### src/rtl/core/rsam_pkg.sv
// ----------------------------------------------------------------------------
// rsam_pkg
// Shared types and constants of the radial soft alpha mask.
// ----------------------------------------------------------------------------
package rsam_pkg;

  typedef enum logic [1:0] {
    CfgCenterX     = 2'd0,
    CfgCenterY     = 2'd1,
    CfgInnerRadius = 2'd2,
    CfgOuterRadius = 2'd3
  } cfg_idx_e;

  typedef struct packed {
    logic [7:0] red;
    logic [7:0] green;
    logic [7:0] blue;
  } rgb_t;

  localparam int unsigned RgbBits     = 24;
  localparam int unsigned QueueDepth  = 4;
  localparam logic [7:0]  AlphaOpaque = 8'hFF;
  localparam logic [7:0]  AlphaClear  = 8'h00;

endpackage

### src/rtl/core/rsam_queue.sv
// ----------------------------------------------------------------------------
// rsam_queue
// Short first-in first-out queue between the front and the back.
// ----------------------------------------------------------------------------
module rsam_queue #(
  parameter int unsigned WIDTH = 76
) (
  input  logic             clk_i,
  input  logic             rst_ni,
  input  logic             push_i,
  input  logic [WIDTH-1:0] data_i,
  output logic             full_o,
  input  logic             pop_i,
  output logic [WIDTH-1:0] data_o,
  output logic             empty_o
);
  import rsam_pkg::*;

  localparam int unsigned PW = $clog2(QueueDepth);

  logic [WIDTH-1:0] mem_q [QueueDepth];
  logic [PW-1:0]    wr_q, rd_q;
  logic [PW:0]      cnt_q;
  logic             do_push, do_pop;

  assign full_o  = (cnt_q == (PW+1)'(QueueDepth));
  assign empty_o = (cnt_q == '0);
  assign do_push = push_i && !full_o;
  assign do_pop  = pop_i && !empty_o;
  assign data_o  = mem_q[rd_q];

  always_ff @(posedge clk_i or negedge rst_ni) begin
    if (!rst_ni) begin
      wr_q  <= '0;
      rd_q  <= '0;
      cnt_q <= '0;
    end else begin
      if (do_push) wr_q <= wr_q + 1'b1;
      if (do_pop)  rd_q <= rd_q + 1'b1;
      if (do_push && !do_pop) cnt_q <= cnt_q + 1'b1;
      if (do_pop && !do_push) cnt_q <= cnt_q - 1'b1;
    end
  end

  always_ff @(posedge clk_i) begin
    if (do_push) mem_q[wr_q] <= data_i;
  end

endmodule

### config.mk
export PLATFORM = sky130hd
export DESIGN_NAME = rsam_queue
export DESIGN_NICKNAME = d
export VERILOG_FILES = /design/src/rtl/core/rsam_pkg.sv /design/src/rtl/core/rsam_queue.sv
export SDC_FILE = /design/constraint.sdc
export NUM_CORES = 1
export LEC_CHECK = 0
export ABC_AREA = 0
export ABC_CLOCK_PERIOD_IN_PS = 5800
export BUFFER_PORTS_ARGS = -buffer_cell sky130_fd_sc_hd__buf_2
export CORE_MARGIN = 2
export CORE_UTILIZATION = 64
export CTS_BUF_LIST = sky130_fd_sc_hd__clkbuf_2
export DETAILED_ROUTE_END_ITERATION = 8
export GPL_ROUTABILITY_DRIVEN = 0
export HOLD_SLACK_MARGIN = 0.05
export PLACE_DENSITY = 0.88
export SLEW_MARGIN = 0
export SYNTH_ARGS = -nofsm -noshare
export SYNTH_HDL_FRONTEND = slang
export SYNTH_SLANG_ARGS = --single-unit
### constraint.sdc
create_clock -name clk_i -period 5.8 [get_ports clk_i]
set_input_delay 0.58 -clock clk_i [delete_from_list [all_inputs] [get_ports clk_i]]
set_output_delay 0.58 -clock clk_i [all_outputs]
set_load 0.01 [all_outputs]
# After elaboration in Yosys (flattened, before gate mapping)
# Memories as Yosys holds them, arrays and structs flattened.
# Cells that the tools add are included.
dict set report totals {
  register_bits 7
  ramBits 304
  input_bits 80
  out_inout_bits 78
  elab_cells 23
  mem_count 1
}
dict set report classes {
  add_sub_neg 4
  n_eq_ne 1
  muxes 4
  n_reduce_logical 10
}
# memory depth width read_ports rd_ports_with_merged_regs wr line
set mem_list {}
lappend mem_list {mem_q 4 76 1 0 1 rsam_queue.sv:21} ;# logic [WIDTH-1:0] mem_q [QueueDepth];
# cell n
set ops {}
lappend ops {{3-bit 2-to-1 mux} 2}
lappend ops {{2-bit by 1-bit adder with 2-bit output, second input constant} 2}
lappend ops {{1-bit logical AND} 4}
lappend ops {{1-bit zero test} 4}
lappend ops {{3-bit by 1-bit adder with 3-bit output, second input constant} 1}
lappend ops {{3-bit == test, second input constant} 1}
lappend ops {{3-bit zero test} 1}
lappend ops {{3-bit by 1-bit subtractor with 3-bit output, second input constant} 1}
lappend ops {{1-bit 2-to-1 mux} 2}
lappend ops {{2-bit nonzero test} 1}

# Logic depth before layout (Yosys ltp)
dict set report depth {
  word_depth 7
  depth_mapped 9
  mapped_depth_nobuf 9
}

# Worst setup path before layout
# No wires, ideal clock.
dict set report synth_path {
  kind {input to register}
  start {in push_i}
  end {mem mem_q[0][0] (enable)}
  setup_time_ns 0.443
  arrival_time_ns 2.727
  required_ns 5.357
  setup_slack_ns 2.631
  stages 2
  n_path_buf 0
  path_cell_list {nor2b_1 -> and2_1}
}
dict set report synth_via {
  elab_chain_len 3
}
# item line
set synth_lines {}
lappend synth_lines {{start: declaration} rsam_queue.sv:10} ;# input logic push_i,
lappend synth_lines {{1-bit logical AND} rsam_queue.sv:28} ;# assign do_push = push_i && !full_o;
lappend synth_lines {{1-bit 2-to-1 mux} rsam_queue.sv:46} ;# if (do_push) mem_q[wr_q] <= data_i;
lappend synth_lines {{1-bit 2-to-1 mux (not written as such)} rsam_queue.sv:46}
lappend synth_lines {{end: declaration} rsam_queue.sv:21}
# No other way between the ends.

# Worst setup path in the final report
dict set report layout_path {
  start {reg rd_q[0]}
  end {out data_o[25]}
}
dict set report layout_via {
  elab_chain_len 1
}
# item line
set layout_lines {}
lappend layout_lines {{start: declaration} rsam_queue.sv:22} ;# logic [PW-1:0] wr_q, rd_q;
lappend layout_lines {{start signal: assignment} rsam_queue.sv:39} ;# if (do_pop) rd_q <= rd_q + 1'b1;
lappend layout_lines {{memory read 4 x 76 bit} n/a}
lappend layout_lines {{end: declaration} rsam_queue.sv:14} ;# output logic [WIDTH-1:0] data_o,
# No other way between the ends.

==> flow_summary.ini <==
[power_and_ir_drop]
combPwrFrac = 0.278
clock_power_share = 0.200
p_leak_uw = 0.00491
total_power_uw = 6360
seqPwrFrac = 0.522
p_per_area_nw_per_um2 = 464
p_int_uw = 4390
switching_power_uw = 1970
switching_share = 0.310
peakVddDrop_mv = 0.772

[sta]
setup_violations = 0
grt_setup_unrepaired = no
max_freq_mhz = 258
skew_ns = 0.0504
maxSlewViolCount = 0
finalCritPeriodShare = 0.669
hold_viol = 0
period_needed_ns = 3.88
slew_headroom = 0.236
worst_slew_pin_slew_ns = 1.15
finalSetupTns_ns = 0
whs_ns = 0.164

[final_layout]
nFillCells = 885
stdcell_count = 996
fin_area_sq_um = 13700
most-common-layout-cells = edfxtp_1, buf_2, clkbuf_2
final_common_cell = edfxtp_1
drive_gt1_frac = 0.461
finalNetCount = 815
area_delta_synth_final_pct = 20.3

[yosys]
synth_nets = 521
seq_area_frac_synth = 0.817
synth-compound-area-share = 0.000769
ys_warn_count = 0
synth.cell_area_sq_um = 11400
synth-simple-area-share = 0.00450
synth_xor_area_frac = 0.00461
syn_avg_cell_area_sq_um = 26.2
synth.area.mux_share = 0.152
synth_fa_ha_area_frac = 0.00725
yosys_register_bits = 311
synthCells = 435
synth.distinct_cells = 23
synth_top_family_by_area = multiplexers

[place]
dp_cells = 800
post_dp_cell_area_sq_um = 12300
numPortBuffers = 157
hpwl_microns = 12000

[clocking]
cts.hold.buffers_added = 77
clock-root-buffer = clkbuf_2
cts.sinks = 311
cts.reportedPaths.clkPinSlew_ns = 0.11
ctsResizeCount = 0
cts-buffers-inserted = 75
htree_levels = 3
cts_tree = yes
clkLatencyLatePin_ns = 0.78
cts_buffer_depth = 3
post_cts_buffers = 0

[setup_path]
critPathCaptureType = output pin
setup.worst_path.class = flip-flop to output pin
cp.required_ns = 5.22
cp-start-kind = flip-flop
cp.arrival_ns = 3.30
crit_path_max_fanout = 55

[floorplan]
initial_core_util = 0.657
row_count = 48
die_h_microns = 137
io_pins = 158
die-area_sq_um = 18900
fp.dieW_microns = 137
core_area_sq_um = 17400

[routing]
drc_errors = 0
firstDrtPassIters = 4
routed_via_density = 5.67
vias = 5647
wl_per_cell_microns = 21.6
final_antenna_net_count = 0
drt_iter0_drc = 326
totalWireLength_microns = 21500

[outcome]
status = finished, final reports clean

[global_route]
grtUsageTotal = 0.240
grt_first_pass_wirelength_microns = 33000
grt_pass1_vias = 6089
grt_overflow = 0
grt_max_degree = 78
antenna_found_initial = 1

[hold_path]
hold_path_class = input pin to asynchronous set/reset pin

[flow_run]
maxCapViolCount = 0
-- power by group through the flow --
stage                     clock network [uW]  logic, uW  registers [uW]
final                                   1270       1770            3320
after global routing                    1420       1910            3380
after CTS                               1300       1790            3330
after detailed placement                   0       1740            3390
after global placement                     0       1690            3340
after floorplan                            0       1370            3110
-- kinds of logic (layout without fill, tap and decap cells) --
family          after synthesis  after routing
fa+ha+maj                     6              6
buf+inv                      24            359
mux                          78             78
compound gates                1              1
flops                       311            311
xor+xnor                      6              6
simple gates                  9              9
other cells                   0              1
-- worst max-delay path, stage by stage, from the launching register on --
cell     delay, ns
dfrtp_4       1.15
buf_4         0.55
mux4_2        0.58
buf_2         0.16
-- stage by stage --
stage | setup slack (ns) | util
after floorplan | 2.63 | -
after global placement | 2.73 | 0.711
after detailed placement | 2.68 | 0.711
after CTS | 1.78 | 0.789
after global routing | 1.60 | 0.790
final | 1.92 | 0.790
-- state kept, by name, indices dropped and copies added (netlist names) --
| register | cells |
|---|---|
| wr_q | 2 |
| rd_q | 2 |
| cnt_q | 3 |
| mem_q | 304 |
-- per-layer routing --
| layer | GRT usage | up-vias | wire (microns) |
|---|---|---|---|
| li1 | - | 2485 | - |
| met1 | 0.315 | 2878 | 8290 |
| met2 | 0.394 | 250 | 11400 |
| met3 | 0.0563 | 34 | 1350 |
| met4 | 0.104 | 0 | 507 |
| met5 | 0 | - | 0 |
-- synth_stat cells, drive strengths merged --
cell type  number  area, sq um
nor2b           1         6.26
xnor2           3         26.3
nor3b           1         7.51
dfrtp           7          175
mux2i           1         10.0
mux2            1         11.3
and2            4         25.0
inv             6         22.5
o31a            1         8.76
buf            15          129
clkbuf          3         11.3
ha              5         62.6
xor2            3         26.3
mux4           76         1710
nand2           1         3.75
edfxtp        304         9130
nor3            1         5.00
nor2            1         3.75
fa              1         20.0
-- area by class of cell --
| class | count | area (sq um) | area share |
|---|---|---|---|
| repair buffers | 235 | 1560 | 0.114 |
| well taps | 225 | 282 | 0.0205 |
| multi-input cells | 100 | 1940 | 0.141 |
| clock buffers | 112 | 561 | 0.0409 |
| flip-flops and latches | 311 | 9310 | 0.679 |
| clock inverters | 6 | 23.8 | 0.00173 |
| diodes | 1 | 2.50 | 0.000183 |
| inverters | 6 | 22.5 | 0.00164 |
-- path summary, 6_finish.rpt --
| kind | startpoint | to | slack, ns | cells past startpoint |
|---|---|---|---|---|
| max in group asynchronous | rst_ni | cnt_q[0]$_DFFE_PN0P_ | 5.44 | 2 |
| worst min register to register | cnt_q[2]$_DFFE_PN0P_ | cnt_q[2]$_DFFE_PN0P_ | 0.58 | 1 |
| worst min-delay path | rst_ni | wr_q[1]$_DFFE_PN0P_ | 0.16 | 2 |
| min in group clk_i | pop_i | rd_q[0]$_DFFE_PN0P_ | 0.20 | 3 |
| worst max register to register | cnt_q[2]$_DFFE_PN0P_ | mem_q[1][32]$_DFFE_PP_ | 3.23 | 3 |
| worst max-delay path | rd_q[0]$_DFFE_PN0P_ | data_o[25] | 1.92 | 3 |
No activity file was read; power rests on OpenSTA's default activity.
