[src/rtl/core/rsam_pkg.sv]
// ----------------------------------------------------------------------------
// rsam_pkg
// Shared types and constants of the radial soft alpha mask.
// ----------------------------------------------------------------------------
package rsam_pkg;

  typedef enum logic [1:0] {
    CfgCenterX     = 2'd0,
    CfgCenterY     = 2'd1,
    CfgInnerRadius = 2'd2,
    CfgOuterRadius = 2'd3
  } cfg_idx_e;

  typedef struct packed {
    logic [7:0] red;
    logic [7:0] green;
    logic [7:0] blue;
  } rgb_t;

  localparam int unsigned RgbBits     = 24;
  localparam int unsigned QueueDepth  = 4;
  localparam logic [7:0]  AlphaOpaque = 8'hFF;
  localparam logic [7:0]  AlphaClear  = 8'h00;

endpackage

[src/rtl/core/rsam_back.sv]
// ----------------------------------------------------------------------------
// rsam_back
// Squares, bit-per-stage square root, alpha classify, bit-per-stage divide.
// ----------------------------------------------------------------------------
module rsam_back #(
  parameter int unsigned COORD_BITS = 12,
  parameter int unsigned FRAC_BITS  = 8
) (
  input  logic                       clk_i,
  input  logic                       rst_ni,
  input  logic                       q_empty_i,
  output logic                       q_pop_o,
  input  logic signed [COORD_BITS:0] q_dx_i,
  input  logic signed [COORD_BITS:0] q_dy_i,
  input  logic [COORD_BITS:0]        q_col_i,
  input  logic [COORD_BITS:0]        q_row_i,
  input  rsam_pkg::rgb_t             q_rgb_i,
  input  logic [COORD_BITS-1:0]      inner_radius_i,
  input  logic [COORD_BITS-1:0]      outer_radius_i,
  input  logic                       pop_i,
  output logic                       empty_o,
  output logic [COORD_BITS:0]        crop_col_o,
  output logic [COORD_BITS:0]        crop_row_o,
  output rsam_pkg::rgb_t             rgb_o,
  output logic [7:0]                 alpha_o
);
  import rsam_pkg::*;

  localparam int CW  = COORD_BITS + 1;
  localparam int SQW = 2 * COORD_BITS;
  localparam int DW  = 2 * COORD_BITS + 2;
  localparam int RW  = COORD_BITS + 1 + FRAC_BITS;
  localparam int RMW = RW + 3;
  localparam int FW  = COORD_BITS + FRAC_BITS;
  localparam int NW  = FW + 8;
  localparam int L   = RW + 11;
  localparam int SW  = 2 * CW + RgbBits;

  logic              en;
  logic              v_q    [L+1];
  logic [SW-1:0]     side_q [L+1];
  logic signed [CW-1:0] dx_q, dy_q;
  logic signed [2*CW-1:0] prod_x, prod_y;
  logic [SQW-1:0]    sqx_q, sqy_q;

  logic [DW-1:0]     sq_v    [RW+1];
  logic [RMW-1:0]    sq_rem  [RW+1];
  logic [RW-1:0]     sq_root [RW+1];
  logic [RMW-1:0]    rem_nxt [RW];
  logic [RW-1:0]     root_nxt[RW];

  logic [FW-1:0]     outer_f, inner_f, den, diff;
  logic [RW-1:0]     dist_fx;
  logic              fix_d;
  logic [7:0]        fix_val_d;
  logic [NW-1:0]     num_d;

  logic [NW-1:0]     dv_rem [9];
  logic [7:0]        dv_q   [9];
  logic              dv_flag[9];
  logic [7:0]        dv_fix [9];
  logic [NW-1:0]     dv_rem_nxt[8];
  logic [7:0]        dv_q_nxt  [8];

  assign en      = !v_q[L] || pop_i;
  assign q_pop_o = en && !q_empty_i;
  assign empty_o = !v_q[L];

  assign prod_x = dx_q * dx_q;
  assign prod_y = dy_q * dy_q;

  always_comb begin
    logic [1:0]     pair;
    logic [RMW-1:0] remx, trial;
    for (int s = 0; s < RW; s++) begin
      pair = 2'b00;
      if (RW - 1 - s >= FRAC_BITS) begin
        pair = 2'(sq_v[s] >> (2 * (RW - 1 - s - FRAC_BITS)));
      end
      remx  = {sq_rem[s][RMW-3:0], pair};
      trial = RMW'({sq_root[s], 2'b01});
      if (remx >= trial) begin
        rem_nxt[s]  = remx - trial;
        root_nxt[s] = {sq_root[s][RW-2:0], 1'b1};
      end else begin
        rem_nxt[s]  = remx;
        root_nxt[s] = {sq_root[s][RW-2:0], 1'b0};
      end
    end
  end

  assign outer_f = FW'(outer_radius_i) << FRAC_BITS;
  assign inner_f = FW'(inner_radius_i) << FRAC_BITS;
  assign den     = outer_f - inner_f;
  assign dist_fx = sq_root[RW];
  assign diff    = outer_f - dist_fx[FW-1:0];
  assign num_d   = (NW'(diff) << 8) - NW'(diff);

  always_comb begin
    fix_d     = 1'b0;
    fix_val_d = AlphaOpaque;
    if (dist_fx >= {1'b0, outer_f}) begin
      fix_d     = 1'b1;
      fix_val_d = AlphaClear;
    end else if (dist_fx <= {1'b0, inner_f}) begin
      fix_d     = 1'b1;
      fix_val_d = AlphaOpaque;
    end
  end

  always_comb begin
    logic [NW-1:0] trial;
    for (int i = 0; i < 8; i++) begin
      trial         = NW'(den) << (7 - i);
      dv_rem_nxt[i] = dv_rem[i];
      dv_q_nxt[i]   = dv_q[i];
      if (dv_rem[i] >= trial) begin
        dv_rem_nxt[i] = dv_rem[i] - trial;
        dv_q_nxt[i]   = dv_q[i] | (8'd1 << (7 - i));
      end
    end
  end

  always_ff @(posedge clk_i or negedge rst_ni) begin
    if (!rst_ni) begin
      for (int i = 0; i <= L; i++) v_q[i] <= 1'b0;
    end else if (en) begin
      v_q[0] <= q_pop_o;
      for (int i = 1; i <= L; i++) v_q[i] <= v_q[i-1];
    end
  end

  always_ff @(posedge clk_i) begin
    if (en) begin
      side_q[0] <= {q_col_i, q_row_i, q_rgb_i};
      for (int i = 1; i <= L; i++) side_q[i] <= side_q[i-1];
      dx_q       <= q_dx_i;
      dy_q       <= q_dy_i;
      sqx_q      <= prod_x[SQW-1:0];
      sqy_q      <= prod_y[SQW-1:0];
      sq_v[0]    <= DW'(sqx_q) + DW'(sqy_q);
      sq_rem[0]  <= '0;
      sq_root[0] <= '0;
      for (int s = 0; s < RW; s++) begin
        sq_v[s+1]    <= sq_v[s];
        sq_rem[s+1]  <= rem_nxt[s];
        sq_root[s+1] <= root_nxt[s];
      end
      dv_rem[0]  <= num_d;
      dv_q[0]    <= '0;
      dv_flag[0] <= fix_d;
      dv_fix[0]  <= fix_val_d;
      for (int i = 0; i < 8; i++) begin
        dv_rem[i+1]  <= dv_rem_nxt[i];
        dv_q[i+1]    <= dv_q_nxt[i];
        dv_flag[i+1] <= dv_flag[i];
        dv_fix[i+1]  <= dv_fix[i];
      end
    end
  end

  assign {crop_col_o, crop_row_o, rgb_o} = side_q[L];
  assign alpha_o = dv_flag[8] ? dv_fix[8] : dv_q[8];

endmodule

[config.mk]
export PLATFORM = sky130hd
export DESIGN_NAME = rsam_back
export DESIGN_NICKNAME = d
export VERILOG_FILES = /design/src/rtl/core/rsam_pkg.sv /design/src/rtl/core/rsam_back.sv
export SDC_FILE = /design/constraint.sdc
export NUM_CORES = 2
export LEC_CHECK = 0
export ABC_AREA = 1
export ABC_CLOCK_PERIOD_IN_PS = 112600
export BUFFER_PORTS_ARGS = -buffer_cell sky130_fd_sc_hd__buf_2
export CAP_MARGIN = 5
export CORE_MARGIN = 2
export CORE_UTILIZATION = 63
export DETAILED_ROUTE_END_ITERATION = 8
export PLACE_DENSITY = 0.79
export SYNTH_ARGS = -nofsm -noshare
export SYNTH_HDL_FRONTEND = slang
export SYNTH_SLANG_ARGS = --single-unit
[constraint.sdc]
create_clock -name clk_i -period 112.6 [get_ports clk_i]
set_input_delay 0 -clock clk_i [delete_from_list [all_inputs] [get_ports clk_i]]
set_output_delay 0 -clock clk_i [all_outputs]
set_load 0.05 [all_outputs]
* After elaboration in Yosys (flattened, before gate mapping)
Memory sizes are Yosys's and may differ from the RTL's.
Cells that the tools add are included.
Widths: inputs -> output; s select.
** Operators by class
- Magnitude comparators :: 31
- Add/subtract/negate cells :: 33
- Mux-type cells :: 64
- Reduce and logical (&&, ||, !) cells :: 4
- Multiply operators :: 2
** Operators with widths (number)
- $ge 24x23->1 :: 21
- $mux 24 :: 21
- $sub 24x23->24 :: 21
- $mux 28 :: 8
- $sub 28x20->28 :: 2
- $mul 13x13->24 :: 2
- $sub 20x20->20 :: 2
- $ge 28x20->1 :: 1
- $ge 28x21->1 :: 1
- $ge 28x22->1 :: 1
- $ge 28x23->1 :: 1
- $ge 28x24->1 :: 1
- $ge 28x25->1 :: 1
- $ge 28x26->1 :: 1
- $ge 28x27->1 :: 1
- $sub 28x21->28 :: 1
- $sub 28x22->28 :: 1
- $sub 28x23->28 :: 1
- $sub 28x24->28 :: 1
- $sub 28x25->28 :: 1
- $sub 28x26->28 :: 1
- $sub 28x27->28 :: 1
- $mux 1 :: 26
- $add 24x24->25 :: 1
- 12 further kinds :: 15
** Word-level totals
- Memories kept :: 8
- Register bits :: 107
- RAM bits :: 3617
- Bits of input ports :: 104
- Word-level logic and storage cells :: 179
- Output and inout bits :: 60
** Memories
- side_q :: words 33, width 50, read ports 33, clocked after Yosys merged registers in 0, write ports 33, line rsam_back.sv:41 : logic [SW-1:0] side_q [L+1];
- sq_v :: words 22, width 26, read ports 21, clocked after Yosys merged registers in 0, write ports 22, line rsam_back.sv:46 : logic [DW-1:0] sq_v [RW+1];
- sq_rem :: words 22, width 24, read ports 21, clocked after Yosys merged registers in 0, write ports 22, line rsam_back.sv:47 : logic [RMW-1:0] sq_rem [RW+1];
- sq_root :: words 22, width 21, read ports 22, clocked after Yosys merged registers in 0, write ports 22, line rsam_back.sv:48 : logic [RW-1:0] sq_root [RW+1];
- dv_rem :: words 9, width 28, read ports 8, clocked after Yosys merged registers in 0, write ports 9, line rsam_back.sv:58 : logic [NW-1:0] dv_rem [9];
- dv_fix :: words 9, width 8, read ports 9, clocked after Yosys merged registers in 0, write ports 9, line rsam_back.sv:61 : logic [7:0] dv_fix [9];
- 2 more memories

* Logic depth before layout (Yosys ltp)
- Word-level depth :: 4
- Mapped depth :: 24
- Mapped depth without buffers :: 23

* Worst setup path before layout
No wires, ideal clock.
- Path type :: register -> register
- Start :: register v_q[0] in the netlist's numbering
- End :: memory dv_fix[1][7], in the netlist dv_fix[0][15] (enable)
- Buffers on the path :: 1
- Data required time :: 108322 ps
- Path slack :: 31582 ps
- Setup time :: 4278 ps
- Period minus slack after synthesis :: 81018 ps
- Data arrival time :: 76740 ps
- Stages on the path, launching flop included :: 5
- Path through :: dfrtp_1 > inv_1 > nor2_1 > clkinv_1 > clkbuf_1
** RTL lines
- start, declared :: line rsam_back.sv:40 : logic v_q [L+1];
- end, declared :: line rsam_back.sv:61

==> impl_metrics.csv <==
group,metric,value,unit
clock_network,postCtsSetupRepairBufs,0,
global_route,grt_max_degree,225,
synth,ys_ff_latch,2846,
clock_network,numCtsBuffers,302,
synth,async_flop_share,0.01160,
sta,hold_viol,0,
floorplanning,rows,163,
setup_path,crit_slowest_cell,"buf_4",
routing,vias_per_cell,5.555,
synth,netlist_area,125700,sq um
routing,drcViolationCount,0,
synth,avgSynthCellArea,13.15,sq um
clock_network,cts.sinks,2846,
setup_path,path_common_cell,"buf_4",
synth,yosysSeqAreaShare,0.6783,
floorplanning,die_h,450.8,um
run_status,status,"completed",
floorplanning,die_w,450.8,um
clock_network,clk_latency,920,ps
synth,ys_top_cells_by_area,"edfxtp_1 (67%), ha_1 (5.4%), nand2_1 (4.8%), fa_1 (4.4%), inv_1 (3.4%)",
routing,routed_wl,252600,um
synth,syn_inst,9560,
routing,drt_iter0_drc,6454,
sta,max_freq,134.7,MHz
clock_network,htree_levels,5,
routing,drtAntennaViolNets,0,
place,dpl.hpwl,162800,um
clock_network,clk_pin_slew,80,ps
clock_network,clockBufferDepth,4,
sta,worst_slew_pin_slew,1241,ps
setup_path,crit_start,"v_q[0]$_DFFE_PN0N_",
global_route,grt_overflow,0,
floorplanning,die_area,203200,sq um
setup_path,start_kind,"flop",
synth,yosysMostFrequentCell,"edfxtp_1",
setup_path,worstSetupPathType,"reg -> reg",
routing,drt_pass1_iterations,6,
sta,worst_clock_skew,83.01,ps
layout,nNetsFinal,11020,
layout,multi_input_area,35180,sq um
synth,yosys-top-cells-count,"edfxtp_1 (2813), nand2_1 (1593), inv_1 (1153), nor2_1 (602), ha_1 (547)",
flow_run,cap_violations,0,
setup_path,timing.critical_path.buf_inv,9,
setup_path,r2r-start,"v_q[0]$_DFFE_PN0N_",
synth,synth_top_area_frac,0.6718,
routing,vias,71950,
sta,drv_slew,0,
setup_path,max_stage_delay,940,ps
setup_path,crit_chain,"inv_1 > nor2_2 > buf_4 > inv_8 > buf_4 > buf_4 > buf_4 > buf_4 > buf_4 > buf_4",
layout,area_growth,11.71,%
floorplanning,initial_core_util,0.6356,
setup_path,cp.required,113090,ps
layout,nFillCells,13080,
sta,finalSetupViolCount,0,
sta,post-route-period-util,0.06592,
setup_path,worstSetupEndpointType,"flop",
setup_path,cp.arrival,7910,ps
global_route,track_usage,0.2508,
sta,layout_min_cycle_time,7423,ps
global_route,grt_pass1_vias,74470,
floorplanning,core_region_area,197800,sq um
place,place.gp.congestion,0.8969,
clock_network,cts_root_buffer,"clkbuf_16",
setup_path,critical_path.top_delay_family,"buffers and inverters",
min_path,hp-start,"outer_radius_i[5]",
setup_path,cp_max_fo,180,
global_route,grt_pass1_wl,400500,um
layout,register_area,85300,sq um
global_route,antenna_found_initial,2,
synth,synth_cell_types,71,
layout,drive_above_1_share,0.07449,
synth,synth_ff_type,"edfxtp_1",
routing,wl_per_cell,19.50,um
synth,synth_edf_count,2813,
sta,relSlewSlack,0.1724,
sta,tns,0,ps
place,io_buffers,163,
floorplanning,io_pins,164,
synth,yosysTopAreaCell,"edfxtp_1",
synth,yosys_warnings,0,
min_path,hold_class,"in -> reg",
sta,rsz0062_at_grt,"no",
clock_network,cts_tree,"done",
per-stage QoR:
stage | area (sq um) | hold WS [ps] | worst slack (ps) | util | std cells
floorplan | 125700 | -295.6 | 31580 | - | 9561
global placement | 129500 | 64.46 | 105520 | 0.6544 | 12260
detailed placement | 129500 | 84.14 | 105280 | 0.6544 | 12260
CTS | 140500 | 2.306 | 105240 | 0.7100 | 12950
global route | 140500 | 122.6 | 104620 | 0.7100 | 12950
finish | 140500 | 77.95 | 105180 | 0.7100 | 12950
area by class of cell:
cell class / count / area share
flip-flops and latches: 2846 / 0.6073
multi-input cells: 5377 / 0.2504
clock buffers: 352 / 0.05559
inverters: 1195 / 0.03201
well taps: 2640 / 0.02352
repair buffers: 371 / 0.02040
clock inverters: 169 / 0.01076
diodes: 2 / 0.00003563
path summary, 6_finish.rpt:
path                       cells after the start  slack, ps                        to
setup / recovery                              10     105180   dv_fix[0][31]$_DFFE_PN_
hold / removal                                 8         80   dv_rem[0][22]$_DFFE_PN_
setup reg to reg                              10     105180   dv_fix[0][31]$_DFFE_PN_
hold reg to reg                                0        370  side_q[0][888]$_DFFE_PN_
max in group asynchronous                      4     112280       v_q[21]$_DFFE_PN0N_
min in group asynchronous                      4        130       v_q[32]$_DFFE_PN0N_
timing repair:
item,CTS,global route
hold buffers,166,0
resized for setup,0,0
endpoints found under the hold margin,144,0
metal layers:
| layer | track usage | share of wire | wire length (um) |
|---|---|---|---|
| met1 | 0.3233 | 0.41 | 102300 |
| met2 | 0.4358 | 0.51 | 128900 |
| met3 | 0.03185 | 0.046 | 11510 |
| met4 | 0.09704 | 0.039 | 9849 |
| met5 | 0 | 0 | 0 |
cells in the final DEF (no fill, tap or decap), types with 68 or more instances in the layout:
| cell type | instances |
|---|---|
| a21oi_1 | 514 |
| o21ai_1 | 211 |
| dlygate4sd3_1 | 165 |
| buf_2 | 163 |
| nand2_1 | 1593 |
| nor3_1 | 84 |
| nand4_1 | 99 |
| inv_1 | 1153 |
| edfxtp_1 | 2813 |
| fa_1 | 277 |
| nand3_1 | 311 |
| nor2_1 | 601 |
| clkbuf_16 | 305 |
| clkinv_1 | 68 |
| xnor2_1 | 201 |
| o21ai_0 | 285 |
| ha_1 | 547 |
| xor2_1 | 232 |
worst min-delay path, cell delays in order:
cell and delay (ps):
buf_2 110, ha_1 180, a21oi_1 80, nand2_1 90, a21oi_1 60, nand3b_1 130, nand3_1 80, nand2_1 100
registers in the layout, indices dropped and copies added, names as in the netlist, 33 cells and up:
register  flops
side_q     1650
v_q          33
sq_rem      409
dv_q         36
sq_root     215
sq_v        189
dv_rem      224
cell families after synthesis:
kind of cell,after synthesis,synth area share
mux,1,0.00008955
compound gates,1230,0.05342
simple gates,2883,0.09695
other cells,1,0.00002982
xor+xnor,437,0.03044
flops,2846,0.6783
fa+ha+maj,824,0.09853
buf+inv,1338,0.04220
Power is not shown: default switching activity piles up to over one toggle a cycle in this logic, so the estimate is an artifact.
