`src/rtl/core/rsam_pkg.sv`:
```
// ----------------------------------------------------------------------------
// rsam_pkg
// Shared types and constants of the radial soft alpha mask.
// ----------------------------------------------------------------------------
package rsam_pkg;

  typedef enum logic [1:0] {
    CfgCenterX     = 2'd0,
    CfgCenterY     = 2'd1,
    CfgInnerRadius = 2'd2,
    CfgOuterRadius = 2'd3
  } cfg_idx_e;

  typedef struct packed {
    logic [7:0] red;
    logic [7:0] green;
    logic [7:0] blue;
  } rgb_t;

  localparam int unsigned RgbBits     = 24;
  localparam int unsigned QueueDepth  = 4;
  localparam logic [7:0]  AlphaOpaque = 8'hFF;
  localparam logic [7:0]  AlphaClear  = 8'h00;

endpackage

```
`src/rtl/core/rsam_front.sv`:
```
// ----------------------------------------------------------------------------
// rsam_front
// Crop test and offsets; in-crop pixels go to the work queue, others drop.
// ----------------------------------------------------------------------------
module rsam_front #(
  parameter int unsigned COORD_BITS = 12
) (
  input  logic                    clk_i,
  input  logic                    rst_ni,
  input  logic                    push_i,
  output logic                    full_o,
  input  logic [COORD_BITS-1:0]   pixel_x_i,
  input  logic [COORD_BITS-1:0]   pixel_y_i,
  input  rsam_pkg::rgb_t          rgb_i,
  input  logic [COORD_BITS-1:0]   center_x_i,
  input  logic [COORD_BITS-1:0]   center_y_i,
  input  logic [COORD_BITS-1:0]   outer_radius_i,
  input  logic                    q_full_i,
  output logic                    q_push_o,
  output logic signed [COORD_BITS:0] q_dx_o,
  output logic signed [COORD_BITS:0] q_dy_o,
  output logic [COORD_BITS:0]     q_col_o,
  output logic [COORD_BITS:0]     q_row_o,
  output rsam_pkg::rgb_t          q_rgb_o
);
  import rsam_pkg::*;

  localparam int unsigned CW = COORD_BITS + 1;

  logic          valid_q, valid_d;
  logic          accept, in_crop;
  logic [CW-1:0] px, py, cx, cy, r;
  logic [CW-1:0] col_d, row_d;
  logic signed [CW-1:0] dx_q, dy_q;
  logic [CW-1:0] col_q, row_q;
  rgb_t          rgb_q;

  assign px = {1'b0, pixel_x_i};
  assign py = {1'b0, pixel_y_i};
  assign cx = {1'b0, center_x_i};
  assign cy = {1'b0, center_y_i};
  assign r  = {1'b0, outer_radius_i};

  assign in_crop = (px + r >= cx) && (px < cx + r) && (py + r >= cy) && (py < cy + r);
  assign col_d   = (cx >= r) ? px + r - cx : px;
  assign row_d   = (cy >= r) ? py + r - cy : py;

  assign full_o   = valid_q && q_full_i;
  assign accept   = push_i && !full_o;
  assign q_push_o = valid_q && !q_full_i;

  always_comb begin
    valid_d = valid_q;
    if (q_push_o) valid_d = 1'b0;
    if (accept)   valid_d = in_crop;
  end

  always_ff @(posedge clk_i or negedge rst_ni) begin
    if (!rst_ni) begin
      valid_q <= 1'b0;
    end else begin
      valid_q <= valid_d;
    end
  end

  always_ff @(posedge clk_i) begin
    if (accept) begin
      dx_q  <= $signed(px) - $signed(cx);
      dy_q  <= $signed(py) - $signed(cy);
      col_q <= col_d;
      row_q <= row_d;
      rgb_q <= rgb_i;
    end
  end

  assign q_dx_o  = dx_q;
  assign q_dy_o  = dy_q;
  assign q_col_o = col_q;
  assign q_row_o = row_q;
  assign q_rgb_o = rgb_q;

endmodule

```
`config.mk`:
```
export PLATFORM = sky130hd
export DESIGN_NAME = rsam_front
export DESIGN_NICKNAME = d
export VERILOG_FILES = /design/src/rtl/core/rsam_pkg.sv /design/src/rtl/core/rsam_front.sv
export SDC_FILE = /design/constraint.sdc
export NUM_CORES = 1
export LEC_CHECK = 0
export BUFFER_PORTS_ARGS = -buffer_cell sky130_fd_sc_hd__clkbuf_2
export CAP_MARGIN = 25
export CORE_UTILIZATION = 40
export CTS_CLUSTER_DIAMETER = 50
export DETAILED_ROUTE_END_ITERATION = 7
export MAX_ROUTING_LAYER = met4
export PLACE_DENSITY = 0.68
export RECOVER_POWER = 100
export SYNTH_ARGS = -nofsm -noshare
export SYNTH_HDL_FRONTEND = slang
export SYNTH_SLANG_ARGS = --single-unit
```
`constraint.sdc`:
```
create_clock -name clk_i -period 4 [get_ports clk_i]
set_input_delay 0.8 -clock clk_i [delete_from_list [all_inputs] [get_ports clk_i]]
set_output_delay 0.8 -clock clk_i [all_outputs]
set_load 0.1 [all_outputs]
```
---- Word level (Yosys, flattened, before mapping) ----
Cells that the tools add are included.
word-level totals
  register bits ........................... 77
  bits of input ports ..................... 88
  word-level logic and storage cells ...... 37
  output and inout bits ................... 78
operators by class
  magnitude comparators ................... 6
  muxes and demuxes ....................... 4
  add/sub/neg operators ................... 8
  reductions and logical operators ........ 9
operator list
  operator                                          number
  12-bit by 12-bit adder with 13-bit output         4
  13-bit by 12-bit >= comparator with 1-bit output  2
  12-bit by 13-bit < comparator with 1-bit output   2
  12-bit by 12-bit subtractor with 13-bit output    2
  13-bit by 12-bit subtractor with 13-bit output    2
  12-bit >= comparator                              2
  12-bit 2-to-1 mux                                 2
  1-bit logical AND                                 6
  1-bit zero test                                   2
  1-bit 2-to-1 mux                                  2
  2-bit nonzero test                                1

---- Longest topological paths before layout ----
Gate-level depths: netlist of run 1.
  depth after elaboration ................. 6
  gate-level depth with buffers ........... 18
  mapped depth without buffers ............ 18

---- Worst setup path after synthesis of run 1 ----
OpenSTA, ideal clock, no wires.
  kind .................................... input to register
  start point ............................. input port pixel_x_i[1]
  end point ............................... register col_q[11] (netlist: q_col_o[11]) (data pin)
  stages .................................. 15
  buffers on the path ..................... 0
  required time ........................... 3.740 ns
  arrival time ............................ 3.424 ns
  library setup time ...................... 0.260 ns
  path slack .............................. 0.316 ns
  cells stage by stage .................... ha_1 -> a21o_1 -> a21oi_1 -> nor2b_1 -> o21a_1 -> nor2_1 -> xnor2_1 -> ha_1 -> or3_1 -> o21ai_0 -> a31oi_1 -> a41oi_1 -> a21oi_1 -> xor2_1 -> mux2_2
between the ends
  cells in the longest elaborated chain, start to end .. 3
RTL lines
  item                                            RTL line          text
  start: declaration                              rsam_front.sv:12  input logic [COORD_BITS-1:0] pixel_x_i,
  12-bit by 12-bit adder with 13-bit output       rsam_front.sv:45  assign col_d = (cx >= r) ? px + r - cx : px;
  13-bit by 12-bit subtractor with 13-bit output  rsam_front.sv:45
  12-bit 2-to-1 mux                               rsam_front.sv:45
  net col_d[11]                                   rsam_front.sv:33  logic [CW-1:0] col_d, row_d;
  end signal: assignment                          rsam_front.sv:70  col_q <= col_d;
  end: declaration                                rsam_front.sv:35  logic [CW-1:0] col_q, row_q;
The timed path passes the listed nets, and every way through them passes these cells.
A chain may end at the register's enable or synchronous reset.

---- Worst setup path in the final report of run 1 ----
  start point ............................. input port outer_radius_i[0]
  end point ............................... register row_q[11] (netlist: q_row_o[11]) (data pin)
between the ends
  cells in the longest elaborated chain, start to end .. 3
  elaborated cells on any way between the ends .. 4
  those cells by class .................... add/sub: 2; order compare: 1; mux: 1
RTL lines
  item                                            RTL line          text
  start: declaration                              rsam_front.sv:17  input logic [COORD_BITS-1:0] outer_radius_i,
  12-bit by 12-bit adder with 13-bit output       rsam_front.sv:46  assign row_d = (cy >= r) ? py + r - cy : py;
  13-bit by 12-bit subtractor with 13-bit output  rsam_front.sv:46
  12-bit 2-to-1 mux (*)                           rsam_front.sv:46
  net row_d[11]                                   rsam_front.sv:33
  end signal: assignment                          rsam_front.sv:71  row_q <= row_d;
  end: declaration                                rsam_front.sv:35
Mark *: on every way through the listed nets, which the timed path passes. The rest lies on a longest branch.

==> flow_summary.yaml, run 1 <==
logic_synthesis:
  synth.area.top_cells: "edfxtp_1, ha_1, xnor2_1"
  synth_cells: 803
  syn_area_sq_mm: 0.00773
  synthArstFlopShare_pct: 1.30
  synth_edf_count: 76
  synth_top_area_share_pct: 29.5
  yosysWarningCount: 0
  synth-seq-cells: 77
  synth.avg_cell_area_sq_um: 9.63
  ys_types: 61
  yosysTopAreaCell: "edfxtp_1"
  ys.flop_type: "edfxtp_1"
  ys_seq_area_share_pct: 29.8
  synthesis.nets: 1041
worst_hold_path:
  hold_path.class: "input pin to async pin"
grt:
  grt_pass1_wl_mm: 30.5
  gr-usage-all-layers_pct: 20.1
  antenna_found_initial: 0
  first_global_vias: 6371
  overflow: 0
  grt_max_degree: 77
placed_design:
  dp.final_hpwl_mm: 15.6
  routabilityCongestion: 0.890
  portBuffers: 165
  placed_area_sq_mm: 0.00936
  dp_cells: 1289
layout:
  num_antenna_cells: 0
  syn_to_final_growth_pct: 23.9
  drive_gt1_share_pct: 17.5
  stdcell_count: 1306
  final_area_sq_mm: 0.00958
  mostFrequentLayoutCell: "ha_1"
  final_cell_mix: "ha_1, clkbuf_1, nor2_1"
  fin_nets: 1279
timing:
  clock_skew_ns: 0.00936
  timing.final.crit_period_ns: 3.74
  hold_viol: 0
  fin_crit_sh_pct: 93.4
  rsz0062_at_grt: "no"
  maxSlewViolCount: 38
  slew_headroom_pct: -70.5
  finalSetupViolCount: 0
  fmax_mhz: 268
  worst_pin_slew_ns: 2.56
worst_setup_path:
  arrival_ns: 3.84
  cp-start-kind: "input pin"
  cp_max_fo: 5
  criticalPathCategory: "input pin to flop"
  cp.required_ns: 4.10
  worstSetupEndpointType: "flop"
drt:
  drt_iter0_markers: 467
  finalWirelength_mm: 19.0
  via_per_inst: 5.05
  route.vias.total: 6589
  routed-wl-met3_um: 983
  wl_met1_mm: 9.00
  drc: 0
  final_antenna_net_count: 0
  met2RoutedLength_mm: 8.82
  dr.pass1.iters: 5
  highest_layer: "met4"
  wire_per_inst_um: 14.6
floorplan:
  core_sq_mm: 0.0188
  io-pin-count: 166
  dieArea_sq_mm: 0.0199
  die_w_um: 141
  die_h_um: 141
  initial_core_util_pct: 41.1
  placementRows: 50
pwr:
  ir_worst_vdd_uv: 219
  fin_total_pwr_mw: 4.34
  p_leak_nw: 4.35
  power_density_mw_per_mm2: 453
clocking:
  clkTransAtPathRegs_ns: 0.06
  cts_root_buffer: "clkbuf_16"
  clock_sinks: 77
  post_cts_buffers: 0
  cts.path.max_buffers: 2
  cts_tree: "yes"
  clk_latency_ns: 0.35
  htree_levels: 3
  numCtsBuffers: 9
outcome:
  status: "finished with violations"
  failed_checks: "capacitance limit, slew limit"
run:
  maxCapViolations: 1
[final timing paths]
kind / from / slack [ns] / endpoint / depth (start not counted)
max: outer_radius_i[0] / 0.26 / q_row_o[11]$_DFFE_PP_ / 15
min: rst_ni / 0.22 / valid_q$_DFFE_PN0P_ / 1
max reg2reg: valid_q$_DFFE_PN0P_ / 0.95 / q_dx_o[0]$_DFFE_PP_ / 3
min reg2reg: valid_q$_DFFE_PN0P_ / 0.81 / valid_q$_DFFE_PN0P_ / 3
max in group asynchronous: rst_ni / 3.66 / valid_q$_DFFE_PN0P_ / 1
min in group clk_i: rgb_i[7] / 0.62 / q_rgb_o[7]$_DFFE_PP_ / 1
[power breakdown]
| group | leakage [nW] | switching (mW) | internal, mW |
|---|---|---|---|
| Clock | 0.156 | 0.339 | 0.547 |
| Combinational | 3.44 | 1.62 | 0.746 |
| Sequential | 0.753 | 0.0277 | 1.05 |
[per-layer routing]
metal	GRT usage [%]	vias up
met5	-	-
met4	4.98	0
met1	25.6	2985
li1	-	3413
met3	4.48	17
met2	32.2	174
[area by class of cell]
type / instances / area [sq um]
Multi-Input combinational cell: 644 / 5130
Tap cell: 260 / 325
Inverter: 78 / 293
Fill cell: 1785 / 9250
Clock inverter: 6 / 87.6
Sequential cell: 77 / 2310
Clock buffer: 10 / 229
Timing Repair Buffer: 231 / 1200
[per-stage QoR]
stage | setup slack (ns) | hold WS, ns | setup TNS, ns | utilization [%]
3_5_place_dp | -0.173 | 0.581 | -0.550 | 49.7
5_1_grt | 0.0198 | 0.215 | 0 | 50.9
6_report | 0.263 | 0.224 | 0 | 50.9
3_3_place_gp | -0.0936 | 0.588 | -0.168 | 49.7
4_1_cts | 0.190 | 0.210 | 0 | 51.4
2_1_floorplan | 0.316 | 0.504 | 0 | -
[synth_stat cells, drive strengths merged (9+ instances only)]
library cell  instances
nor3                 26
nand3                13
edfxtp               76
o21a                 12
a21o                 19
nor2                 81
a21oi                54
nor2b                18
ha                  142
mux2                 14
inv                  78
o41ai                 9
xor2                 14
xnor2                61
nand4                 9
o21ai                34
nand2b               10
nand2                28
[registers in the layout, indices dropped and copies added, names as in the netlist]
register  count
q_col_o      13
q_dx_o       13
q_dy_o       13
q_rgb_o      24
q_row_o      13
valid_q       1
[cell families after synthesis]
logic type                 Yosys count  synth area share [%]
adders and majority gates          150                  25.1
muxes                               16                  2.30
and+or+nand+nor                    213                  13.2
xor gates and xnor gates            75                  8.50
AOI/OAI and AO/OA                  190                  17.0
DFF                                 77                  29.8
buffers and inverters               82                  4.06
[critical path: stages]
cell and delay [ns]:
clkbuf_2 0.14, ha_1 0.18, inv_1 0.06, fa_1 0.40, nor2b_1 0.18, o31a_1 0.20
o41ai_1 0.10, buf_4 0.15, o21ba_2 0.19, xnor2_1 0.12, ha_1 0.31, o2111a_1 0.31
a2111oi_2 0.10, or4_1 0.48, o211a_1 0.13
[repair_timing]
item | 4_1_cts | 5_1_grt
endpoints found under the hold margin | 0 | 0
setup endpoints to repair | 0 | 3
resized for setup | 0 | 3
hold buffers | 0 | 0
(Power assumes the default switching activity.)
==> run 2: changes to the inputs <==
- PLACE_DENSITY: 0.68 -> 0.7
==> run 2 against run 1 <==
The run still ends with capacitance limit, slew limit left. Sequential power about the same. Total power up 0.61%. Setup slack lost 0.042 ns. Maximum frequency down 1.1%. Cell area about the same. Die area stayed put. Clock skew barely moved. Critical path type unchanged. Largest power group unchanged.
==> flow_summary.yaml, run 2 (synthesis gave the netlist of run 1 again) <==
outcome:
  status: "finished with violations"
  failed_checks: "capacitance limit, slew limit"
clocking:
  clk_latency_ns: 0.35
  post_cts_buffers: 0
  cts.path.max_buffers: 2
  cts_tree: "yes"
  numCtsBuffers: 9
  htree_levels: 3
  clkTransAtPathRegs_ns: 0.05
  clock_sinks: 77
  cts_root_buffer: "clkbuf_16"
drt:
  wire_per_inst_um: 14.4
  drt_iter0_markers: 310
  drc: 0
  via_per_inst: 5.01
  final_antenna_net_count: 0
  route.vias.total: 6543
  dr.pass1.iters: 5
  finalWirelength_mm: 18.8
layout:
  syn_to_final_growth_pct: 24.0
  num_antenna_cells: 0
  drive_gt1_share_pct: 17.7
  multi_input_area_sq_mm: 0.00513
  mostFrequentLayoutCell: "ha_1"
  fin_nets: 1279
  final_cell_mix: "ha_1, clkbuf_1, nor2_1"
  nFillCells: 1805
  largest_reg_flops: 24
  fin_util_pct: 50.9
  seq_area_sq_mm: 0.00231
  final_area_sq_mm: 0.00959
pwr:
  p_leak_nw: 4.36
  ir_worst_vdd_uv: 221
  p_int_mw: 2.40
  fin_total_pwr_mw: 4.36
  p_seq_share_pct: 24.8
  clockPowerShare_pct: 21.2
  power_density_mw_per_mm2: 455
  p_switching_mw: 1.96
  switching_share_pct: 45.0
  combPwrFrac_pct: 53.9
timing:
  fin_crit_sh_pct: 94.5
  setup_ws_ns: 0.222
  hold_ws_ns: 0.226
  finalSetupViolCount: 0
  slew_headroom_pct: -16.8
  fmax_mhz: 265
  hold_viol: 0
  timing.final.crit_period_ns: 3.78
  worst_pin_slew_ns: 1.75
  rsz0062_at_grt: "no"
  clock_skew_ns: 0.00984
  maxSlewViolCount: 77
grt:
  gr-usage-all-layers_pct: 19.4
  overflow: 0
  grt_max_degree: 77
  first_global_vias: 6173
  grt_pass1_wl_mm: 29.6
  antenna_found_initial: 0
placed_design:
  dp_slack_ns: -0.128
  placed_area_sq_mm: 0.00937
  portBuffers: 165
  routabilityCongestion: 0.822
  dp.final_hpwl_mm: 15.5
worst_hold_path:
  hold_path.class: "input pin to async pin"
floorplan:
  die_h_um: 141
  dieArea_sq_mm: 0.0199
  core_sq_mm: 0.0188
  die_w_um: 141
  initial_core_util_pct: 41.1
  io-pin-count: 166
  placementRows: 50
worst_setup_path:
  slowest_stage: "fa_1"
  crit_top_cell: "ha_1"
  arrival_ns: 3.87
  cp_max_fo: 3
  path_cells: "clkbuf_1 > ha_1 > inv_1 > fa_1 > nor2b_1 > o31a_1 > o21a_1 > nor2_1 > xnor2_1 > ha_1 > or3_1 > o21ai_0 > a31oi_1 > a41oi_1 > a21oi_1 > xor2_1 > mux2_2"
  worstSetupEndpointType: "flop"
  cp.required_ns: 4.09
  crit_start: "pixel_x_i[0]"
  cp-endpoint: "q_col_o[11]$_DFFE_PP_"
  timing.rr.start: "valid_q$_DFFE_PN0P_"
  reg2reg_to: "q_col_o[5]$_DFFE_PP_"
  ff2ff_path_depth: 2
  criticalPathCategory: "input pin to flop"
  max_stage_delay_ns: 0.40
  r2r_slack_ns: 1.67
  cp-start-kind: "input pin"
run:
  maxCapViolations: 1
[run 2: power by group through the flow]
stage	logic, mW	registers (mW)	clock network [mW]
final	2.35	1.08	0.926
after global routing	2.54	1.10	0.979
after CTS	2.40	1.08	0.949
after detailed placement	2.38	1.10	0
after global placement	2.35	1.10	0
after floorplan	1.03	1.92	0
[run 2: area by class of cell]
type	instances	area share (%)
clock inverters	6	1.06
well taps	260	3.39
inverters	78	3.05
flip-flops and latches	77	24.1
repair buffers	231	12.5
clock buffers	10	2.39
multi-input cells	644	53.5
[run 2: how the worst min path moves through the flow]
stage	end	slack, ns	depth (start not counted)
finish	valid_q$_DFFE_PN0P_	0.23	1
global route	valid_q$_DFFE_PN0P_	0.21	1
CTS	valid_q$_DFFE_PN0P_	0.22	1
detailed placement	valid_q$_DFFE_PN0P_	0.58	1
global placement	valid_q$_DFFE_PN0P_	0.59	1
floorplan	valid_q$_DFFE_PN0P_	0.50	0
[run 2: what timing repair did]
item,4_1_cts,5_1_grt
endpoints found under the setup margin,0,3
resized for setup,0,5
hold buffers,0,0
[run 2: metal layers]
layer	routed length, um	global-route usage, %	vias to the layer above	part of all wire, %
li1	-	-	3414	-
met1	9290	24.9	2972	49
met2	8420	31.4	146	45
met3	849	3.77	11	4.5
met4	221	4.75	0	1.2
met5	0	-	-	0
[run 2: metrics by stage]
step / setup TNS [ns] / std cells
detailed placement: -0.413 / 1290
global route: 0 / 1306
finish: 0 / 1306
CTS: 0 / 1306
floorplan: 0 / 803
global placement: -0.224 / 1290
[run 2: worst max-delay path: cells and delay by family]
family / cells / cell delay, ns
AO/OA/AOI/OAI: 6 / 0.97
adder cells (fa/ha/maj): 3 / 0.78
AND/OR/NAND/NOR: 3 / 0.57
XOR/XNOR: 2 / 0.28
multiplexers: 1 / 0.26
buffers and inverters: 2 / 0.20
